--- config.mk ---
export PLATFORM = sky130hd
export DESIGN_NAME = serial_command_light_selector
export DESIGN_NICKNAME = d
export VERILOG_FILES = /design/src/rtl/core/sclsel_pkg.sv /design/src/rtl/core/sclsel_cmd.sv /design/src/rtl/core/sclsel_outq.sv /design/src/rtl/core/serial_command_light_selector.sv
export VERILOG_INCLUDE_DIRS = /design/src /design/src/rtl/core
export SDC_FILE = /design/constraint.sdc
export NUM_CORES = 1
export LEC_CHECK = 0
export ABC_AREA = 1
export BUFFER_PORTS_ARGS = -buffer_cell sky130_fd_sc_hd__buf_4
export CAP_MARGIN = 40
export CORE_MARGIN = 1
export CORE_UTILIZATION = 62
export CTS_BUF_LIST = sky130_fd_sc_hd__clkbuf_4
export CTS_CLUSTER_DIAMETER = 120
export CTS_CLUSTER_SIZE = 25
export DETAILED_ROUTE_END_ITERATION = 12
export PLACE_DENSITY = 0.82
export SETUP_SLACK_MARGIN = 0.2
export SYNTH_ARGS = -nofsm -noshare
export SYNTH_HDL_FRONTEND = slang
export SYNTH_SLANG_ARGS = --single-unit
export TNS_END_PERCENT = 10
--- constraint.sdc ---
create_clock -name clk -period 4.1 [get_ports clk]
set_input_delay 0.205 -clock clk [delete_from_list [all_inputs] [get_ports clk]]
set_output_delay 0.205 -clock clk [all_outputs]
set_load 0.1 [all_outputs]
--- src/rtl/core/serial_command_light_selector_macros.svh ---
// assertion macros for the serial command light selector
`ifndef SERIAL_COMMAND_LIGHT_SELECTOR_MACROS_SVH
`define SERIAL_COMMAND_LIGHT_SELECTOR_MACROS_SVH
`ifndef SYNTH
// same-cycle implication, disabled during reset
`define SCLSEL_ASSERT_IMP(lbl, clk, rstn, ante, cons) \
	lbl: assert property (@(posedge clk) disable iff (!rstn) (ante) |-> (cons)) \
		else $error("sclsel check failed");
// next-cycle implication, disabled during reset
`define SCLSEL_ASSERT_NXT(lbl, clk, rstn, ante, cons) \
	lbl: assert property (@(posedge clk) disable iff (!rstn) (ante) |=> (cons)) \
		else $error("sclsel check failed");
`else
`define SCLSEL_ASSERT_IMP(lbl, clk, rstn, ante, cons)
`define SCLSEL_ASSERT_NXT(lbl, clk, rstn, ante, cons)
`endif
`endif

--- src/rtl/core/sclsel_pkg.sv ---
// shared types, codes and decode function for the serial command light selector
`default_nettype none

package sclsel_pkg;

	// prefix bytes that wait for an argument
	localparam logic [7:0] PFX_BOTH    = 8'hFF;
	localparam logic [7:0] PFX_SPEAKER = 8'hFE;
	localparam logic [7:0] PFX_LIGHT   = 8'hFD;
	localparam logic [7:0] PFX_POT     = 8'hFA;
	localparam logic [7:0] PFX_DIRECT  = 8'hFC;

	// pending prefix codes
	localparam logic [2:0] PEND_BOTH    = 3'd0;
	localparam logic [2:0] PEND_SPEAKER = 3'd1;
	localparam logic [2:0] PEND_LIGHT   = 3'd2;
	localparam logic [2:0] PEND_POT     = 3'd3;
	localparam logic [2:0] PEND_DIRECT  = 3'd4;

	localparam logic [7:0] LOW_NIBBLE = 8'h0F;

	// one result beat
	typedef struct packed {
		logic [7:0] tx_byte;
		logic       pot_write;
		logic [9:0] pot_word;
		logic [4:0] light_lines;
		logic [4:0] speaker_lines;
		logic       last;
	} result_t;

	// select 1..5 gives one-hot lines, anything else all low
	function automatic logic [4:0] decode_one_hot(input logic [7:0] sel);
		logic [4:0] lines;
		case (sel)
			8'd1: lines = 5'b00001;
			8'd2: lines = 5'b00010;
			8'd3: lines = 5'b00100;
			8'd4: lines = 5'b01000;
			8'd5: lines = 5'b10000;
			default: lines = 5'b00000;
		endcase
		return lines;
	endfunction

endpackage

`default_nettype wire

--- src/rtl/core/sclsel_cmd.sv ---
// command interpreter: prefix tracking, select registers and line state
`default_nettype none

module sclsel_cmd (
	input  wire logic              clk,
	input  wire logic              arst_n,
	input  wire logic              fire,
	input  wire logic [7:0]        rx_byte,
	output logic [1:0]             res_count,
	output sclsel_pkg::result_t    res0,
	output sclsel_pkg::result_t    res1
);
	import sclsel_pkg::*;

	logic       awaiting_q;
	logic [2:0] pending_q;
	logic [7:0] light_sel_q;
	logic [7:0] speaker_sel_q;
	logic [4:0] light_state_q;
	logic [4:0] speaker_state_q;

	logic       is_prefix;
	logic [2:0] code;
	logic [7:0] echo;
	logic       pot;
	logic [7:0] light_sel_n;
	logic [7:0] speaker_sel_n;
	logic [4:0] light_state_n;
	logic [4:0] speaker_state_n;

	// prefix recognition while no argument is due
	always_comb begin
		is_prefix = 1'b0;
		code = PEND_BOTH;
		if (!awaiting_q) begin
			case (rx_byte)
				PFX_BOTH: begin
					is_prefix = 1'b1;
					code = PEND_BOTH;
				end
				PFX_SPEAKER: begin
					is_prefix = 1'b1;
					code = PEND_SPEAKER;
				end
				PFX_LIGHT: begin
					is_prefix = 1'b1;
					code = PEND_LIGHT;
				end
				PFX_POT: begin
					is_prefix = 1'b1;
					code = PEND_POT;
				end
				PFX_DIRECT: begin
					is_prefix = 1'b1;
					code = PEND_DIRECT;
				end
				default: begin
					is_prefix = 1'b0;
				end
			endcase
		end
	end

	// argument handling and select updates
	always_comb begin
		echo = rx_byte;
		pot = 1'b0;
		light_sel_n = light_sel_q;
		speaker_sel_n = speaker_sel_q;
		light_state_n = light_state_q;
		speaker_state_n = speaker_state_q;
		if (awaiting_q) begin
			case (pending_q)
				PEND_BOTH: begin
					light_sel_n = rx_byte & LOW_NIBBLE;
					speaker_sel_n = {4'd0, rx_byte[7:4]};
					echo = PFX_BOTH;
				end
				PEND_SPEAKER: begin
					speaker_sel_n = rx_byte;
					echo = PFX_SPEAKER;
				end
				PEND_LIGHT: begin
					light_sel_n = rx_byte;
					echo = PFX_LIGHT;
				end
				PEND_POT: begin
					echo = PFX_POT;
					pot = 1'b1;
				end
				PEND_DIRECT: begin
					light_state_n = rx_byte[4:0];
					echo = PFX_DIRECT;
				end
				default: begin
					echo = rx_byte;
				end
			endcase
		end
		// re-decode only a select that changed
		if (light_sel_n != light_sel_q) begin
			light_state_n = decode_one_hot(light_sel_n);
		end
		if (speaker_sel_n != speaker_sel_q) begin
			speaker_state_n = decode_one_hot(speaker_sel_n);
		end
	end

	// result beats for this byte
	always_comb begin
		if (is_prefix) begin
			res_count = 2'd0;
		end else if (pot) begin
			res_count = 2'd2;
		end else begin
			res_count = 2'd1;
		end
		res0.tx_byte = echo;
		res0.pot_write = 1'b0;
		res0.pot_word = 10'd0;
		res0.light_lines = light_state_n;
		res0.speaker_lines = speaker_state_n;
		res0.last = !pot;
		res1.tx_byte = rx_byte;
		res1.pot_write = 1'b1;
		res1.pot_word = {2'b00, rx_byte};
		res1.light_lines = light_state_n;
		res1.speaker_lines = speaker_state_n;
		res1.last = 1'b1;
	end

	// state update on each processed byte
	always_ff @(posedge clk or negedge arst_n) begin
		if (!arst_n) begin
			awaiting_q <= 1'b0;
			pending_q <= PEND_BOTH;
			light_sel_q <= 8'd0;
			speaker_sel_q <= 8'd0;
			light_state_q <= 5'd0;
			speaker_state_q <= 5'd0;
		end else if (fire) begin
			awaiting_q <= is_prefix;
			pending_q <= is_prefix ? code : PEND_BOTH;
			light_sel_q <= light_sel_n;
			speaker_sel_q <= speaker_sel_n;
			light_state_q <= light_state_n;
			speaker_state_q <= speaker_state_n;
		end
	end

endmodule

`default_nettype wire

--- src/rtl/core/sclsel_outq.sv ---
// two-entry result queue that takes up to two beats per cycle
`default_nettype none

module sclsel_outq (
	input  wire logic              clk,
	input  wire logic              arst_n,
	input  wire logic              push_req,
	input  wire logic [1:0]        push_n,
	input  wire sclsel_pkg::result_t push0,
	input  wire sclsel_pkg::result_t push1,
	output logic                   push_ok,
	output logic                   out_valid,
	input  wire logic              out_stall,
	output sclsel_pkg::result_t    head
);
	import sclsel_pkg::*;

	result_t    ent_q [2];
	logic [1:0] count_q;

	result_t    ent_n [2];
	logic [1:0] count_base;
	logic [1:0] room;
	logic       pop;
	logic       push;

	assign out_valid = (count_q != 2'd0);
	assign head = ent_q[0];
	assign pop = out_valid && !out_stall;
	// free slots after this cycle's pop
	assign room = (2'd2 - count_q) + {1'b0, pop};
	assign push_ok = (push_n <= room);
	assign push = push_req && push_ok;

	// shift on pop, then append at the tail
	always_comb begin
		ent_n[0] = ent_q[0];
		ent_n[1] = ent_q[1];
		count_base = count_q;
		if (pop) begin
			ent_n[0] = ent_q[1];
			count_base = count_q - 2'd1;
		end
		if (push && (push_n != 2'd0)) begin
			if (count_base == 2'd0) begin
				ent_n[0] = push0;
				ent_n[1] = push1;
			end else begin
				ent_n[1] = push0;
			end
		end
	end

	// entry payload
	always_ff @(posedge clk) begin
		ent_q[0] <= ent_n[0];
		ent_q[1] <= ent_n[1];
	end

	// fill count
	always_ff @(posedge clk or negedge arst_n) begin
		if (!arst_n) begin
			count_q <= 2'd0;
		end else begin
			count_q <= count_base + (push ? push_n : 2'd0);
		end
	end

endmodule

`default_nettype wire

--- src/rtl/core/serial_command_light_selector.sv ---
// top level of the serial command light selector
// Usage:
//   Input channel: rx_byte with in_valid / in_stall, one received link byte a beat.
//   Output channel: tx_byte, pot_write, pot_word, light_lines, speaker_lines, last
//   with out_valid / out_stall. A prefix byte (FF, FE, FD, FA, FC) gives no beat;
//   its argument gives one beat echoing the prefix, or two beats after FA (echo of
//   FA, then the argument with pot_write set). Any other byte is echoed at once.
//   last marks the final beat of each byte.
// Timing:
//   An accepted byte is registered in the input register, interpreted from there
//   by the command interpreter and written into a two-entry result queue once the
//   queue has room for its beats; its first beat is then valid at the queue head.
//   One byte can be taken every cycle while the receiver takes every beat; the
//   two beats of an FA argument fit because the FA prefix before it gives none.
// Reset: arst_n clears the prefix tracker, the selects, the line state and the
//   queue count; the queue entries, and so the line outputs, are not reset.
// Stall: while out_stall is high the queue holds; once it cannot take the
//   registered byte's beats, in_stall rises and the input register holds.
`default_nettype none

`include "serial_command_light_selector_macros.svh"

module serial_command_light_selector (
	input  wire logic       clk,
	input  wire logic       arst_n,
	input  wire logic       in_valid,
	output logic            in_stall,
	input  wire logic [7:0] rx_byte,
	output logic            out_valid,
	input  wire logic       out_stall,
	output logic [7:0]      tx_byte,
	output logic            pot_write,
	output logic [9:0]      pot_word,
	output logic [4:0]      light_lines,
	output logic [4:0]      speaker_lines,
	output logic            last
);
	import sclsel_pkg::*;

	logic       valid_s1;
	logic [7:0] byte_s1;
	logic       push_ok;
	logic       fire;
	logic [1:0] res_count;
	result_t    res0;
	result_t    res1;
	result_t    head;
	logic       pot_beat_ok;

	assign in_stall = valid_s1 && !push_ok;
	assign fire = valid_s1 && push_ok;

	// input register
	always_ff @(posedge clk or negedge arst_n) begin
		if (!arst_n) begin
			valid_s1 <= 1'b0;
		end else if (!in_stall) begin
			valid_s1 <= in_valid;
		end
	end

	always_ff @(posedge clk) begin
		if (in_valid && !in_stall) begin
			byte_s1 <= rx_byte;
		end
	end

	// command interpreter
	sclsel_cmd u_cmd (
		.clk       (clk),
		.arst_n    (arst_n),
		.fire      (fire),
		.rx_byte   (byte_s1),
		.res_count (res_count),
		.res0      (res0),
		.res1      (res1)
	);

	// result queue
	sclsel_outq u_outq (
		.clk       (clk),
		.arst_n    (arst_n),
		.push_req  (valid_s1),
		.push_n    (res_count),
		.push0     (res0),
		.push1     (res1),
		.push_ok   (push_ok),
		.out_valid (out_valid),
		.out_stall (out_stall),
		.head      (head)
	);

	// output beat fields
	assign tx_byte = head.tx_byte;
	assign pot_write = head.pot_write;
	assign pot_word = head.pot_word;
	assign light_lines = head.light_lines;
	assign speaker_lines = head.speaker_lines;
	assign last = head.last;

	// pot beat is final and carries the echoed byte on channel zero
	assign pot_beat_ok = last && (pot_word[7:0] == tx_byte) && (pot_word[9:8] == 2'b00);

	// checks
	`SCLSEL_ASSERT_IMP(a_stall_needs_byte, clk, arst_n, in_stall, valid_s1)
	`SCLSEL_ASSERT_IMP(a_pot_beat_shape, clk, arst_n, out_valid && pot_write, pot_beat_ok)
	`SCLSEL_ASSERT_IMP(a_speaker_onehot, clk, arst_n, out_valid, $onehot0(speaker_lines))
	`SCLSEL_ASSERT_NXT(a_second_beat_follows, clk, arst_n, out_valid && !last && !out_stall, out_valid && pot_write)

endmodule

`default_nettype wire

; ---- Word level (Yosys, flattened, before mapping)
; Memory sizes are Yosys's and may differ from the RTL's.
; Index checks and enable logic that the tools add are counted.
[totals]
ff_bits = 41
ram_bits = 60
inputBits = 12
memories = 1
[op_classes]
add_sub_neg = 4
order_cmp = 1
n_eq_ne = 21
n_mux = 27
reduce_logical = 14
[mem_list]
columns = memory, depth, word_bits, read_ports, rd_clocked_by_memory_dff, write_ports, line
row1 = u_outq.ent_q, 2, 30, 2, 0, 2, sclsel_outq.sv:18  ; result_t ent_q [2];
[op_table]
columns = op, n
row1 = 2-to-1 mux 30 bit, 3
row2 = 2-to-1 mux 60 bit, 1
row3 = case mux 5 bit (5 select lines), 2
row4 = "== test 8 bit, second input constant", 5
row5 = case mux 8 bit (5 select lines), 1
row6 = "== test 8 x 2 -> 1 bit, second input constant", 4
row7 = "== test 8 x 3 -> 1 bit, second input constant", 4
row8 = case mux 8 bit (2 select lines), 2
row9 = 2-to-1 mux 8 bit, 3
row10 = 2-to-1 mux 5 bit, 4
row11 = "== test 8 x 1 -> 1 bit, second input constant", 2
row12 = != test 8 bit, 2
row13 = case mux 3 bit (4 select lines), 1
row14 = 2-to-1 mux 2 bit, 4
row15 = "== test 3 x 2 -> 1 bit, second input constant", 2
row16 = 2-to-1 mux 3 bit, 2
row17 = logical AND 1 bit, 5
row18 = OR reduction 5 bit, 1
row19 = logical NOT 1 bit, 4
row20 = 2-to-1 mux 1 bit, 4
row21 = nonzero test 2 bit, 2
row22 = "== test 3 x 1 -> 1 bit, second input constant", 1
row23 = "== test 3 bit, second input constant", 1
row24 = logical NOT 3 bit, 1
row25 = other kinds (6), 6

; ---- Logic depth before layout (Yosys ltp)
[logic_depth]
word_depth = 10
ltp_mapped = 20

; ---- Modules after synthesis
; A second synthesis with hierarchy kept.
[hier_totals]
cells_unflattened = 967
hier_area_um2 = 6553.8
[by_module_without_submodules]
columns = mod, n_inst, cells_each, area_per_inst_um2, seq_area_each_um2
row1 = sclsel_outq, 1, 520, 3573.4, 1551.5
row2 = sclsel_cmd, 1, 430, 2675.1, 750.7
row3 = serial_command_light_selector, 1, 17, 305.3, 265.3

; ---- Worst setup path before layout
; No wires, ideal clock.
[synth_timing]
path_type = flip-flop to flip-flop
start = register u_outq.count_q[1] (netlist name)
end = memory u_outq.ent_q[0][30] (netlist bit), enable pin
arrival_time_ps = 2741
slack_ps = 976
stages_incl_launch_ff = 16
path_buffers = 1
path_cell_list = dfrtp_1 inv_1 ha_1 nor2_1 inv_2 clkbuf_1 ha_1 xor2_1 ha_1 inv_1 o21bai_1 nand2_1 nand2_1 inv_1 nand2_1 inv_1
[synth_lines]
columns = element, line
row1 = to (decl), sclsel_outq.sv:18

==> metrics.cfg <==
[status]
run_status = completed

[synth]
yosys_warnings = 0
seq_area_frac_synth_pct = 49.2
synth_edf_count = 36
synthDistinctLibCells = 35
ys_ff_latch = 99
syn_area_per_cell_um2 = 7.82
syn_area_um2 = 5100
synth_ff_type = edfxtp_1
synthCells = 652
synth.net_count = 669
async_reset_ff_share_pct = 33.3

[floorplanning]
core_um2 = 7850
dieArea_um2 = 8590
fp-row-count = 32
die_width_um = 92.7
floorplan.initialDensity_pct = 65.0
io_pins = 44
die_h_um = 92.7

[timing]
post-route-period-util_pct = 78.9
slew_viol_final = 0
skew_ns = 0.0211
setup_viol = 0
worst_slew_margin_rel_pct = 61.2
fmax_mhz = 309
tns_ns = 0
period_minus_slack_ns = 3.24
hold_viol_final = 0
worstMarginPinSlew_ns = 0.578
rsz0062_at_grt = no

[routing]
drt-initial-drc-count = 333
ant_nets = 0
vias_per_cell = 5.43
first_pass_iters = 6
drc = 0
wire_per_inst_um = 14.2
drt-total-wl_mm = 11.0
num_vias = 4234

[worst_setup_path]
start_kind = register
cp_max_fo = 28
slowest_delay_ns = 0.40
rr_worst_depth = 19
worstPathRequired_ns = 4.47
r2r_slack_ns = 0.86
cp_cell_sequence = inv_1 -> ha_1 -> nor2_2 -> inv_2 -> ha_1 -> xor2_1 -> ha_1 -> inv_1 -> o21bai_1 -> nand2_1 -> nand2_1 -> inv_1 -> nand2_1 -> nor2_2 -> buf_4 -> inv_2 -> nand3_1 -> nand2_1 -> inv_1
r2r_start = u_outq.count_q[1]$_DFF_PN0_
crit_type = register to register
crit_path_end_kind = register
r2r-end = u_outq.ent_q[0][9]$_DFF_P_
slowest_stage = dfrtp_1
crit_arrival_ns = 3.61
timing.critical_path.buf_inv = 7
cp_top_family = buffers and inverters

[finish]
synthToLayoutAreaGrowth_pct = 8.52
fin_nets = 689
final_cell_mix = nand2_1 (230), inv_1 (54), nand3_1 (54), buf_4 (48), nor2_1 (42)
seq_area_um2 = 2510
drive_gt1_share_pct = 12.4
multiInputGateArea_um2 = 2060
fillers = 621
layout_commonest_cell = nand2_1

[placement]
dp_hpwl_mm = 7.61
io_buffers = 43
gp_congestion = 0.895

[clock_network]
clk_path_buf_depth = 2
cts_tree = done
cts-root-buf = clkbuf_4
path_clk_slew_ns = 0.16
htree_levels = 3
cts_made_buffers = 9
insertion_delay_ns = 0.47
post_cts_buffers = 0
cts.sinks = 99

[global_route]
grt_first_pass_wirelength_mm = 18.8
grt_pass1_vias = 4043
grt.total_usage_pct = 28.3
grt-ovfl-total = 0
grt_max_degree = 38
antenna_found_initial = 1

[job]
max_cap_violations = 0

[hold_path]
hp-class = input port to async pin

## repair_timing
| item | in CTS | in global routing |
|---|---|---|
| hold endpoints to repair | 42 | 0 |
| hold buffers | 10 | 0 |
| gates resized for setup | 0 | 0 |
| endpoints found under the setup margin | 0 | 0 |
## cells in the mapped netlist (6+ instances only)
cell      count  area (um2)
dfrtp_1      33         826
inv_1        54         203
nor2_1       43         161
clkbuf_1     12        45.0
nand3_1      54         270
buf_4        30         225
a21oi_1      13        65.1
edfxtp_1     36        1080
o21ai_0      34         170
dfxtp_1      30         601
inv_2         6        22.5
nand2_1     230         863
nand4_1      16         100
o21ai_1       9        45.0
## worst max-delay path by stage
| stage | cells past startpoint | to | from |
|---|---|---|---|
| global placement | 18 | u_outq.ent_q[0][26]$_DFF_P_ | u_outq.count_q[1]$_DFF_PN0_ |
| detailed placement | 18 | u_outq.ent_q[0][26]$_DFF_P_ | u_outq.count_q[1]$_DFF_PN0_ |
| CTS | 19 | u_outq.ent_q[0][8]$_DFF_P_ | u_outq.count_q[1]$_DFF_PN0_ |
| finish | 19 | u_outq.ent_q[0][9]$_DFF_P_ | u_outq.count_q[1]$_DFF_PN0_ |
| floorplan | 15 | u_outq.ent_q[0][30]$_SDFFCE_PP1N_ | u_outq.count_q[1]$_DFF_PN0_ |
| global route | 19 | u_outq.ent_q[0][4]$_DFF_P_ | u_outq.count_q[1]$_DFF_PN0_ |
## per-layer routing
layer  vias up  part of all wire (%)  GRT usage [%]
li1       2125                     -              -
met1      1920                    43           37.0
met2       164                    48           46.4
met3        25                   6.2           4.27
met4         0                   2.5           13.2
met5         -                     0              0
## cell type report
class	count	area share [%]
clock inverter	7	1.52
inverter	60	4.07
antenna	1	0.0452
tap	102	2.31
sequential	99	45.3
clock buffer	9	1.22
multi-input combinational	444	37.2
timing repair buffer	58	8.32
## flip-flops by register name, indices dropped and copies added, names as in the netlist
signal                 count
u_cmd.light_state_q        5
byte_s1                    8
u_cmd.speaker_state_q      5
u_cmd.speaker_sel_q        8
u_outq.ent_q              58
u_cmd.awaiting_q           1
valid_s1                   1
u_outq.count_q             2
u_cmd.pending_q            3
u_cmd.light_sel_q          8
## logic make-up (layout without fill, tap and decap cells)
logic type	Yosys count	in the layout	synth area share (%)
adders and majority gates	5	5	1.23
xor gates and xnor gates	3	3	0.515
DFF	99	99	49.2
other	0	1	0
buffers and inverters	109	134	10.5
AOI/OAI and AO/OA	70	70	7.61
and+or+nand+nor	363	363	30.4
muxes	3	3	0.589
## worst reg2reg max path, delay by kind of cell, from the launching register on
kind,cells,cell delay [ns]
AOI/OAI and AO/OA,1,0.15
buffers and inverters,7,0.98
xor gates and xnor gates,1,0.17
and+or+nand+nor,7,0.68
DFF,1,0.40
adders and majority gates,3,0.76
## metrics by stage
step | instance area (um2) | setup slack, ns | hold slack, ns | utilization [%] | std cells
after CTS | 5530 | 0.841 | 0.231 | 70.5 | 779
after global routing | 5530 | 0.496 | 0.245 | 70.5 | 780
after floorplan | 5100 | 0.976 | -0.0906 | - | 652
after detailed placement | 5280 | 0.881 | 0.187 | 67.3 | 753
final | 5530 | 0.863 | 0.210 | 70.5 | 780
after global placement | 5280 | 1.05 | 0.184 | 67.3 | 753
Power is not shown: default switching activity piles up to over one toggle a cycle in this logic, so the estimate is an artifact.
